File: src/sv/source_line_classifier_unit_defines.svh
// assertion macros for the source line classifier
`ifndef SOURCE_LINE_CLASSIFIER_UNIT_DEFINES_SVH
`define SOURCE_LINE_CLASSIFIER_UNIT_DEFINES_SVH

`ifndef SYNTHESIS
`define SLC_ASSERT_SAME(label, clk, rst, cond, prop) \
   label: assert property (@(posedge clk) disable iff (rst) (cond) |-> (prop)) \
      else $error("source line classifier check failed");
`define SLC_ASSERT_NEXT(label, clk, rst, cond, prop) \
   label: assert property (@(posedge clk) disable iff (rst) (cond) |=> (prop)) \
      else $error("source line classifier check failed");
`else
`define SLC_ASSERT_SAME(label, clk, rst, cond, prop)
`define SLC_ASSERT_NEXT(label, clk, rst, cond, prop)
`endif

`endif

File: src/sv/slc_pkg.sv
// shared types, character codes and the per-byte flag update
package slc_pkg;

   localparam int TEXT_W      = 8;
   localparam int COUNT_FLD_W = 24;
   localparam int CODE_FLD_W  = 27;
   localparam int RSP_DATA_W  = 232;

   localparam logic [TEXT_W-1:0] CHAR_TAB     = 8'h09;
   localparam logic [TEXT_W-1:0] CHAR_NEWLINE = 8'h0A;
   localparam logic [TEXT_W-1:0] CHAR_CR      = 8'h0D;
   localparam logic [TEXT_W-1:0] CHAR_SPACE   = 8'h20;
   localparam logic [TEXT_W-1:0] CHAR_STAR    = 8'h2A;
   localparam logic [TEXT_W-1:0] CHAR_SLASH   = 8'h2F;
   localparam logic [TEXT_W-1:0] CHAR_LBRACE  = 8'h7B;
   localparam logic [TEXT_W-1:0] CHAR_RBRACE  = 8'h7D;

   typedef struct packed {
      logic dslash;
      logic slash;
      logic pretext;
      logic notblank;
      logic ns_one;
      logic ns_many;
      logic ns_brace;
      logic open_pair;
      logic close_pair;
   } line_flags_type;

   function automatic line_flags_type take_byte(input line_flags_type flags,
                                                input logic [TEXT_W-1:0] prev,
                                                input logic [TEXT_W-1:0] c);
      line_flags_type f;
      logic is_slash;
      logic is_ws;
      logic is_sp_tab;
      f         = flags;
      is_slash  = (c == CHAR_SLASH);
      is_ws     = (c == CHAR_SPACE) || ((c >= CHAR_TAB) && (c <= CHAR_CR));
      is_sp_tab = (c == CHAR_SPACE) || (c == CHAR_TAB);
      if (is_slash) begin
         if (prev == CHAR_SLASH) f.dslash = 1'b1;
         if (prev == CHAR_STAR) f.close_pair = 1'b1;
         f.slash = 1'b1;
      end else if (!flags.slash && (c != CHAR_SPACE)) begin
         f.pretext = 1'b1;
      end
      if ((c == CHAR_STAR) && (prev == CHAR_SLASH)) f.open_pair = 1'b1;
      if (!is_ws) f.notblank = 1'b1;
      if (!is_sp_tab) begin
         if (flags.ns_one) begin
            f.ns_many = 1'b1;
         end else begin
            f.ns_one = 1'b1;
            if ((c == CHAR_LBRACE) || (c == CHAR_RBRACE)) f.ns_brace = 1'b1;
         end
      end
      return f;
   endfunction

endpackage

File: src/sv/source_line_classifier_unit.sv
// path: the final byte of a text goes from the input register through the counters into
//   the snapshot register, then into the output register, which raises rsp_tvalid
// throughput: one byte per cycle; the input stalls only when a final byte waits while
//   both snapshot and output registers are full and rsp_tready is low
// reset: synchronous, active high; clears all counters, line state and valid flags
// top level of the source line classifier
`include "source_line_classifier_unit_defines.svh"

module source_line_classifier_unit #(
   parameter int COUNT_WIDTH = 24
) (
   input  logic                           clock,
   input  logic                           reset,
   input  logic                           req_tvalid,
   output logic                           req_tready,
   input  logic [slc_pkg::TEXT_W-1:0]     req_tdata,   // text_byte
   input  logic                           req_tlast,   // end_of_text
   output logic                           rsp_tvalid,
   input  logic                           rsp_tready,
   // total_lines, line_comment_lines, blank_lines, brace_lines, block_comment_lines,
   // code_lines, code_lines_no_blank, code_lines_no_brace, code_lines_no_both, zero pad
   output logic [slc_pkg::RSP_DATA_W-1:0] rsp_tdata
);
   import slc_pkg::*;

   localparam int XW = (COUNT_WIDTH > CODE_FLD_W) ? COUNT_WIDTH : CODE_FLD_W;

   // input register
   logic              in_valid_ff;
   logic [TEXT_W-1:0] in_byte_ff;
   logic              in_last_ff;

   // snapshot of the final counts
   logic                   snap_valid_ff;
   logic [COUNT_WIDTH-1:0] snap_total_ff, snap_comment_ff, snap_blank_ff;
   logic [COUNT_WIDTH-1:0] snap_brace_ff, snap_block_ff;

   // output register
   logic                   rsp_valid_ff;
   logic [COUNT_FLD_W-1:0] out_total_ff, out_comment_ff, out_blank_ff;
   logic [COUNT_FLD_W-1:0] out_brace_ff, out_block_ff;
   logic [CODE_FLD_W-1:0]  out_code_ff, out_code_nb_ff, out_code_nbr_ff, out_code_both_ff;

   logic [COUNT_WIDTH-1:0] fin_total, fin_comment, fin_blank, fin_brace, fin_block;
   logic                   out_move, snap_free, proc_go;
   logic [CODE_FLD_W-1:0]  c_total, c_comment, c_blank, c_brace, c_block, c_code;
   logic                   derived_ok;

   assign out_move   = snap_valid_ff && (!rsp_valid_ff || rsp_tready);
   assign snap_free  = !snap_valid_ff || out_move;
   assign proc_go    = in_valid_ff && (!in_last_ff || snap_free);
   assign req_tready = !in_valid_ff || proc_go;

   slc_tally #(
      .COUNT_WIDTH(COUNT_WIDTH)
   ) u_tally (
      .clock           (clock),
      .reset           (reset),
      .step            (proc_go),
      .text_byte       (in_byte_ff),
      .end_of_text     (in_last_ff),
      .fin_total       (fin_total),
      .fin_line_comment(fin_comment),
      .fin_blank       (fin_blank),
      .fin_brace       (fin_brace),
      .fin_block       (fin_block)
   );

   // derived figures only need the low bits of each difference
   assign c_total   = CODE_FLD_W'(XW'(snap_total_ff));
   assign c_comment = CODE_FLD_W'(XW'(snap_comment_ff));
   assign c_blank   = CODE_FLD_W'(XW'(snap_blank_ff));
   assign c_brace   = CODE_FLD_W'(XW'(snap_brace_ff));
   assign c_block   = CODE_FLD_W'(XW'(snap_block_ff));
   assign c_code    = c_total - c_comment - c_block;

   always_ff @(posedge clock) begin
      if (reset) begin
         in_valid_ff   <= 1'b0;
         snap_valid_ff <= 1'b0;
         rsp_valid_ff  <= 1'b0;
      end else begin
         if (req_tready) in_valid_ff <= req_tvalid;
         if (proc_go && in_last_ff) begin
            snap_valid_ff <= 1'b1;
         end else if (out_move) begin
            snap_valid_ff <= 1'b0;
         end
         if (out_move) begin
            rsp_valid_ff <= 1'b1;
         end else if (rsp_tready) begin
            rsp_valid_ff <= 1'b0;
         end
      end
   end

   always_ff @(posedge clock) begin
      if (req_tready && req_tvalid) begin
         in_byte_ff <= req_tdata;
         in_last_ff <= req_tlast;
      end
      if (proc_go && in_last_ff) begin
         snap_total_ff   <= fin_total;
         snap_comment_ff <= fin_comment;
         snap_blank_ff   <= fin_blank;
         snap_brace_ff   <= fin_brace;
         snap_block_ff   <= fin_block;
      end
      if (out_move) begin
         out_total_ff     <= COUNT_FLD_W'(XW'(snap_total_ff));
         out_comment_ff   <= COUNT_FLD_W'(XW'(snap_comment_ff));
         out_blank_ff     <= COUNT_FLD_W'(XW'(snap_blank_ff));
         out_brace_ff     <= COUNT_FLD_W'(XW'(snap_brace_ff));
         out_block_ff     <= COUNT_FLD_W'(XW'(snap_block_ff));
         out_code_ff      <= c_code;
         out_code_nb_ff   <= c_total - c_comment - c_block - c_blank;
         out_code_nbr_ff  <= c_total - c_comment - c_block - c_brace;
         out_code_both_ff <= c_total - c_comment - c_block - c_brace - c_blank;
      end
   end

   assign rsp_tvalid = rsp_valid_ff;
   assign rsp_tdata  = {4'b0000, out_code_both_ff, out_code_nbr_ff, out_code_nb_ff,
                        out_code_ff, out_block_ff, out_brace_ff, out_blank_ff,
                        out_comment_ff, out_total_ff};

   // both pairs of derived figures differ by the brace count
   assign derived_ok = (out_code_ff - out_code_nbr_ff) == (out_code_nb_ff - out_code_both_ff);

   `SLC_ASSERT_NEXT(a_final_snap, clock, reset, proc_go && in_last_ff, snap_valid_ff)
   `SLC_ASSERT_NEXT(a_move_out, clock, reset, out_move, rsp_valid_ff)
   `SLC_ASSERT_SAME(a_derived_link, clock, reset, rsp_valid_ff, derived_ok)

endmodule

File: src/sv/slc_tally.sv
// per-line classification state and saturating line counters
module slc_tally #(
   parameter int COUNT_WIDTH = 24
) (
   input  logic                       clock,
   input  logic                       reset,
   input  logic                       step,
   input  logic [slc_pkg::TEXT_W-1:0] text_byte,
   input  logic                       end_of_text,
   output logic [COUNT_WIDTH-1:0]     fin_total,
   output logic [COUNT_WIDTH-1:0]     fin_line_comment,
   output logic [COUNT_WIDTH-1:0]     fin_blank,
   output logic [COUNT_WIDTH-1:0]     fin_brace,
   output logic [COUNT_WIDTH-1:0]     fin_block
);
   import slc_pkg::*;

   localparam logic [COUNT_WIDTH-1:0] CNT_MAX = {COUNT_WIDTH{1'b1}};
   localparam logic [COUNT_WIDTH-1:0] CNT_ONE = COUNT_WIDTH'(1);

   logic [COUNT_WIDTH-1:0] line_ff, line_in;
   logic [COUNT_WIDTH-1:0] comment_ff, comment_in;
   logic [COUNT_WIDTH-1:0] blank_ff, blank_in;
   logic [COUNT_WIDTH-1:0] brace_ff, brace_in;
   logic [COUNT_WIDTH-1:0] block_ff, block_in;
   logic [COUNT_WIDTH-1:0] span_ff, span_in;
   logic                   inside_ff, inside_in;
   logic [TEXT_W-1:0]      prev_ff, prev_in;
   line_flags_type         flags_ff, flags_in;

   line_flags_type         flags_take;
   line_flags_type         fl;
   logic                   line_end;
   logic                   open_now;
   logic                   inside_mid;
   logic                   close_now;
   logic [COUNT_WIDTH-1:0] span_cur;
   logic [COUNT_WIDTH:0]   block_sum;

   function automatic logic [COUNT_WIDTH-1:0] sat_inc(input logic [COUNT_WIDTH-1:0] x);
      return (x == CNT_MAX) ? x : x + CNT_ONE;
   endfunction

   always_comb begin
      flags_take = take_byte(flags_ff, prev_ff, text_byte);
      line_end   = (text_byte == CHAR_NEWLINE) || end_of_text;
      fl         = (text_byte == CHAR_NEWLINE) ? flags_ff : flags_take;

      open_now   = fl.open_pair && !inside_ff;
      inside_mid = inside_ff || fl.open_pair;
      close_now  = fl.close_pair && inside_mid;
      // span grows with the line number, so it stops once the line count saturates
      span_cur   = open_now ? CNT_ONE :
                   ((line_ff == CNT_MAX) ? span_ff : span_ff + CNT_ONE);
      block_sum  = {1'b0, block_ff} + {1'b0, span_cur};

      line_in    = line_ff;
      comment_in = comment_ff;
      blank_in   = blank_ff;
      brace_in   = brace_ff;
      block_in   = block_ff;
      span_in    = span_ff;
      inside_in  = inside_ff;
      flags_in   = flags_take;
      prev_in    = text_byte;
      if (line_end) begin
         line_in = sat_inc(line_ff);
         if (fl.dslash && !fl.pretext) comment_in = sat_inc(comment_ff);
         if (!fl.notblank) blank_in = sat_inc(blank_ff);
         if (fl.ns_one && fl.ns_brace && !fl.ns_many) brace_in = sat_inc(brace_ff);
         if (close_now) begin
            block_in = block_sum[COUNT_WIDTH] ? CNT_MAX : block_sum[COUNT_WIDTH-1:0];
         end
         if (inside_mid) span_in = span_cur;
         inside_in = inside_mid && !close_now;
         flags_in  = '0;
         prev_in   = '0;
      end
   end

   assign fin_total        = line_in;
   assign fin_line_comment = comment_in;
   assign fin_blank        = blank_in;
   assign fin_brace        = brace_in;
   assign fin_block        = block_in;

   always_ff @(posedge clock) begin
      if (reset || (step && end_of_text)) begin
         line_ff    <= '0;
         comment_ff <= '0;
         blank_ff   <= '0;
         brace_ff   <= '0;
         block_ff   <= '0;
         span_ff    <= '0;
         inside_ff  <= 1'b0;
         prev_ff    <= '0;
         flags_ff   <= '0;
      end else if (step) begin
         line_ff    <= line_in;
         comment_ff <= comment_in;
         blank_ff   <= blank_in;
         brace_ff   <= brace_in;
         block_ff   <= block_in;
         span_ff    <= span_in;
         inside_ff  <= inside_in;
         prev_ff    <= prev_in;
         flags_ff   <= flags_in;
      end
   end

endmodule

File: config.mk
export PLATFORM = sky130hd
export DESIGN_NAME = source_line_classifier_unit
export DESIGN_NICKNAME = d
export VERILOG_FILES = /design/src/sv/slc_pkg.sv /design/src/sv/source_line_classifier_unit.sv /design/src/sv/slc_tally.sv
export VERILOG_INCLUDE_DIRS = /design/src /design/src/sv
export SDC_FILE = /design/constraint.sdc
export NUM_CORES = 1
export LEC_CHECK = 0
export ABC_CLOCK_PERIOD_IN_PS = 17200
export BUFFER_PORTS_ARGS = -buffer_cell sky130_fd_sc_hd__buf_2
export CAP_MARGIN = 20
export CORE_MARGIN = 2
export CORE_UTILIZATION = 35
export CTS_CLUSTER_DIAMETER = 30
export DETAILED_ROUTE_END_ITERATION = 10
export PLACE_DENSITY = 0.51
export SLEW_MARGIN = 20
export SYNTH_ARGS = -nofsm -noshare
export SYNTH_HDL_FRONTEND = slang
export SYNTH_SLANG_ARGS = --single-unit
File: constraint.sdc
create_clock -name clock -period 17.2 [get_ports clock]
set_clock_uncertainty 0.1 [all_clocks]
set_input_delay 0.86 -clock clock [delete_from_list [all_inputs] [get_ports clock]]
set_output_delay 0.86 -clock clock [all_outputs]
set_load 0.1 [all_outputs]
Word-level counts from Yosys, hierarchy flattened
Index checks and enable logic that the tools add are counted.
W data, S select, Z words.
{"block": "op_classes", "n_mux": 35, "magnitude_cmp": 2, "n_reduce_logical": 36, "n_eq_ne": 14, "n_addsub": 11}
{"op": "$mux W24", "count": 16}
{"op": "$add A24 B1 Y24 const B", "count": 5}
{"op": "$eq A24 B24 Y1 const B", "count": 4}
{"op": "$sub A27 B24 Y27", "count": 2}
{"op": "$eq A8 B6 Y1 const B", "count": 5}
{"op": "$sub A26 B25 Y27", "count": 1}
{"op": "$sub A25 B25 Y26", "count": 1}
{"op": "$add A24 B24 Y25", "count": 1}
{"op": "$sub A24 B24 Y25", "count": 1}
{"op": "$mux W9", "count": 2}
{"op": "$eq A8 B4 Y1 const B", "count": 2}
{"op": "$eq A8 B7 Y1 const B", "count": 2}
{"op": "$mux W1", "count": 14}
{"op": "$logic_and A1 B1 Y1", "count": 13}
{"op": "$logic_or A1 B1 Y1", "count": 10}
{"op": "$logic_not A1 Y1", "count": 9}
{"op": "$ge A8 B4 Y1 const B", "count": 1}
{"op": "$le A8 B4 Y1 const B", "count": 1}
{"op": "$mux W8", "count": 1}
{"op": "$ne A8 B6 Y1 const B", "count": 1}
{"op": "$reduce_bool A2 Y1", "count": 2}
{"op": "$mux W3", "count": 1}
{"op": "$reduce_and A3 Y1", "count": 1}
{"op": "$mux W2", "count": 1}
{"op": "$reduce_and A2 Y1", "count": 1}
{"block": "word_totals", "output_inout_bits": 234, "word_cells": 134, "ff_bits": 521}

Longest topological paths before layout
{"block": "depth", "depth_word": 12, "ltp_mapped": 38}

Modules after synthesis
A second synthesis with hierarchy kept.
{"block": "hier_totals", "cells_unflattened": 2623, "area_unflattened_um2": 27764.1}
{"mod": "source_line_classifier_unit", "cells_each": 1232, "instances": 1, "area_per_inst_um2": 16897.5, "seq_area_each_um2": 10750.3}
{"mod": "slc_tally", "cells_each": 1391, "instances": 1, "area_per_inst_um2": 10866.7, "seq_area_each_um2": 3243.1}

Worst setup path after synthesis
OpenSTA, ideal clock, no wires.
{"block": "synth_path", "path_type": "input to register", "start": "input rsp_tready", "end": "register out_blank_ff[0], enable pin", "path_slack_ps": -1296, "arrival_time_ps": 17235, "cell_stages": 2, "n_path_buf": 0, "path_cell_list": "inv_1 > a21boi_0"}
{"block": "synth_via", "elab_chain_len": 2}
{"element": "from (decl)", "line": "source_line_classifier_unit.sv:19", "source": "input logic rsp_tready,"}
{"element": "$logic_or A1 B1 Y1", "line": "source_line_classifier_unit.sv:49", "source": "assign out_move = snap_valid_ff && (!rsp_valid_ff || rsp_tready);"}
{"element": "$logic_and A1 B1 Y1", "line": "source_line_classifier_unit.sv:49"}
{"element": "named net out_move", "line": "source_line_classifier_unit.sv:45", "source": "logic out_move, snap_free, proc_go;"}
{"element": "to (signal assigned)", "line": "source_line_classifier_unit.sv:112", "source": "out_blank_ff <= COUNT_FLD_W'(XW'(snap_blank_ff));"}
{"element": "to (decl)", "line": "source_line_classifier_unit.sv:40", "source": "logic [COUNT_FLD_W-1:0] out_total_ff, out_comment_ff, out_blank_ff;"}
The timed path passes the listed nets, and every way through them passes these cells.
A chain may end at the register's enable or synchronous reset.

Final worst setup path
{"block": "layout_path", "start": "register snap_total_ff[1]", "end": "register out_code_both_ff[26] (data pin)"}
{"block": "layout_via", "elab_chain_len": 4}
{"element": "from (decl)", "line": "source_line_classifier_unit.sv:35", "source": "logic [COUNT_WIDTH-1:0] snap_total_ff, snap_comment_ff, snap_blank_ff;"}
{"element": "from (signal assigned)", "line": "source_line_classifier_unit.sv:103", "source": "snap_total_ff <= fin_total;"}
{"element": "$sub A24 B24 Y25"}
{"element": "$sub A25 B25 Y26"}
{"element": "named net c_code[13]", "line": "source_line_classifier_unit.sv:46", "source": "logic [CODE_FLD_W-1:0] c_total, c_comment, c_blank, c_brace, c_block, c_code;"}
{"element": "$sub A26 B25 Y27", "line": "source_line_classifier_unit.sv:118", "source": "out_code_both_ff <= c_total - c_comment - c_block - c_brace - c_blank;"}
{"element": "$sub A27 B24 Y27", "line": "source_line_classifier_unit.sv:118"}
{"element": "to (signal assigned)", "line": "source_line_classifier_unit.sv:118"}
{"element": "to (decl)", "line": "source_line_classifier_unit.sv:42", "source": "logic [CODE_FLD_W-1:0] out_code_ff, out_code_nb_ff, out_code_nbr_ff, out_code_both_ff;"}
The timed path passes the listed nets, and every way through them passes these cells.

==> flow_metrics.env <==
export IMPL_status="finished clean"
export IMPL_ys_ff_latch=521
export IMPL_start_util_pct=35.46
export IMPL_avgSynthCellArea_um2=10.46
export IMPL_io_pins=247
export IMPL_core_area_mm2=0.07608
export IMPL_yosysSeqAreaShare_pct=51.87
export IMPL_tritoncts="done"
export IMPL_max_freq_ghz=0.1221
export IMPL_cts_resized=0
export IMPL_htreeDepth=3
export IMPL_die_height_um=281.6
export IMPL_cap_viol_max_count=0
export IMPL_synth_top_flop_cell="edfxtp_1"
export IMPL_tns_ns=0
export IMPL_cts_buffers=119
export IMPL_rows=101
export IMPL_rsz0062_at_grt="false"
export IMPL_arrival_ns=8.49
export IMPL_post_dp_cell_area_mm2=0.02927
export IMPL_gr_usage_met2_pct=31.78
export IMPL_clockRootBuffer="clkbuf_16"
export IMPL_worst_pin_slew_ns=1.046
export IMPL_synthArstFlopShare_pct=0
export IMPL_hpwl_um=55150
export IMPL_timing_final_max_slew_violations=0
export IMPL_grt_total_usage_pct=18.38
export IMPL_overflow=0
export IMPL_antenna_found_initial=2
export IMPL_relSlewSlack_pct=30.09
export IMPL_nets=3041
export IMPL_finalWorstSetupSlack_ns=9.008
export IMPL_min_period_ns=8.192
export IMPL_cpPeakStageDelay_ns=0.60
export IMPL_ys_warn_count=0
export IMPL_drive_gt1_share_pct=16.95
export IMPL_utilization_pct=44.17
export IMPL_setup_viol=0
export IMPL_yosysUniqueCellTypes=90
export IMPL_grt_max_degree=203
export IMPL_peakVddDrop_mv=0.08255
export IMPL_placedCellCount=3781
export IMPL_drc=0
export IMPL_grt_pass1_vias=19970
export IMPL_crit_path_end_kind="flip-flop"
export IMPL_cp_start_kind="flip-flop"
export IMPL_finalWeightedCongestion=0.8737
export IMPL_powerDensity_mw_per_mm2=128.1
export IMPL_synth_area_mm2=0.02698
export IMPL_reg2reg_slack_ns=9.01
export IMPL_top_usage_layer="met2"
export IMPL_hold_viol_final=0
export IMPL_drt_initial_drc_count=1083
export IMPL_path_common_cell="o21ai_0"
export IMPL_portBuffers=242
export IMPL_drt_pass1_iterations=6
export IMPL_synth_top_area_share_pct=39.63
export IMPL_synth_area_top_cells="edfxtp_1, dfxtp_1, ha_1"
export IMPL_use_met1_pct=22.93
export IMPL_syn_to_final_growth_pct=24.57
export IMPL_final_area_mm2=0.03361
export IMPL_grt_met3_usage_pct=2.726
export IMPL_viasPerCell=5.049
export IMPL_cts_sinks=521
export IMPL_dieArea_mm2=0.07932
export IMPL_postRouteAntennaNets=0
export IMPL_routedWlPerCell_um=18.62
export IMPL_finalCritPeriodShare_pct=47.63
export IMPL_clock_path_buffers=3
export IMPL_crit_fanout=5
export IMPL_syn_instance_count=2578
export IMPL_final_cells=4009
export IMPL_postCtsHoldBufs=0
export IMPL_path_clk_slew_ns=0.05
export IMPL_synth_top_area_cell="edfxtp_1"
export IMPL_hp_class="primary input to flip-flop"
export IMPL_via_count=20240
export IMPL_clkLatencyLatePin_ns=0.68
export IMPL_die_w_um=281.6
export IMPL_required_ns=17.50
export IMPL_antenna_cells=0
export IMPL_p_leak_nw=13.49
export IMPL_grt_pass1_wl_um=112300
export IMPL_worstSetupPathType="flip-flop to flip-flop"
export IMPL_synth_edf_count=356
export IMPL_place_ws_ns=9.131
export IMPL_slowest_stage="o41ai_1"
export IMPL_drt_wl_total_um=74650
export IMPL_post_cts_setup_buffers=0
## sequential cells by signal, summed over array words and instances (netlist names), 9 cells and up
register	cells
out_code_nbr_ff	27
snap_block_ff	24
out_code_nb_ff	27
u_tally.comment_ff	24
u_tally.line_ff	24
u_tally.block_ff	24
out_comment_ff	24
u_tally.span_ff	24
snap_blank_ff	24
u_tally.flags_ff	9
out_code_both_ff	27
snap_total_ff	24
u_tally.blank_ff	24
out_total_ff	24
snap_comment_ff	24
out_blank_ff	24
u_tally.brace_ff	24
out_code_ff	26
out_block_ff	24
snap_brace_ff	24
out_brace_ff	24
## through the flow
step	power (mW)	hold slack, ns
2_1_floorplan	1.822	0.3264
3_3_place_gp	1.941	0.3320
3_5_place_dp	1.951	0.3384
4_1_cts	4.347	0.2202
5_1_grt	4.458	0.2417
6_report	4.306	0.2632
## cells in the final DEF, fill, tap and decap left out, types with 11 or more instances in the layout
cell type   netlist  final
edfxtp_1        356    356
nor2_1          294    293
buf_2             9    242
a21oi_1         179    179
nand2_1         171    170
dfxtp_1         165    165
inv_1           153    153
ha_1            149    149
xor2_1          143    143
xnor2_1         143    143
o21ai_0         122    122
clkbuf_16         0    121
nand3_1          70     70
a21o_1           51     51
nor3_1           50     49
nand4_1          43     43
or3_1            42     42
and3_1           34     33
o21a_1           30     30
nor2b_1          30     29
nand2b_1         24     24
bufinv_16         0     20
clkinvlp_4        0     18
clkinv_2          0     16
and4_1           15     15
o21bai_1         15     15
inv_6             0     13
a31oi_1          12     12
a211oi_1         12     12
clkbuf_1         62     12
o221a_1          11     11
## power by group
| part | switching, mW | internal [mW] |
|---|---|---|
| Sequential | 0.0140 | 1.38 |
| Clock | 0.763 | 1.61 |
| Combinational | 0.363 | 0.171 |
## cell type report
class | instances | area, µm²
Fill cell | 7201 | 42470
Sequential cell | 521 | 13990
Multi-Input combinational cell | 1824 | 12110
Clock buffer | 137 | 3128
Timing Repair Buffer | 254 | 1334
Tap cell | 1030 | 1289
Clock inverter | 90 | 1176
Inverter | 153 | 574.3
## worst max-delay path: cells and delay by family (launching register included)
family	cells	cell delay [ns]
compound gates	19	3.78
simple gates	10	1.42
fa+ha+maj	4	1.41
xor+xnor	3	0.64
flops	1	0.42
mux	1	0.16
## per-layer routing
layer / routed length, µm / part of all wire [%]
met5: 0 / 0
met4: 2492 / 3.3
met3: 3631 / 4.9
met2: 36490 / 49
met1: 32030 / 43
## cell families (layout without fill, tap and decap cells)
| kind of cell | count (synthesis) | in the layout | synth area share (%) |
|---|---|---|---|
| AND/OR/NAND/NOR | 836 | 836 | 14.94 |
| AO/OA/AOI/OAI | 533 | 533 | 12.62 |
| flip-flops | 521 | 521 | 51.87 |
| XOR/XNOR | 288 | 288 | 9.448 |
| buffers and inverters | 236 | 634 | 3.437 |
| adder cells (fa/ha/maj) | 155 | 155 | 7.356 |
| multiplexers | 8 | 8 | 0.3107 |
| other | 1 | 4 | 0.01390 |
## path summary, 6_finish.rpt
kind | startpoint | end | depth (start not counted)
worst max-delay path | snap_total_ff[1] | out_code_both_ff[26] | 37
worst min register to register | snap_brace_ff[22] | out_brace_ff[22] | 0
worst min-delay path | req_tdata[7] | in_byte_ff[7] | 1
worst max register to register | snap_total_ff[1] | out_code_both_ff[26] | 37
## cell usage after synthesis, drive strengths merged, types with 30 or more instances
master  instances
edfxtp        356
nor2          296
a21oi         180
nand2         172
dfxtp         165
inv           153
ha            149
xnor2         144
xor2          144
o21ai         128
nand3          71
clkbuf         62
nor3           53
a21o           51
nand4          44
or3            42
and3           34
nor2b          30
o21a           30
Note: power is estimated with default switching activity, not from simulation.
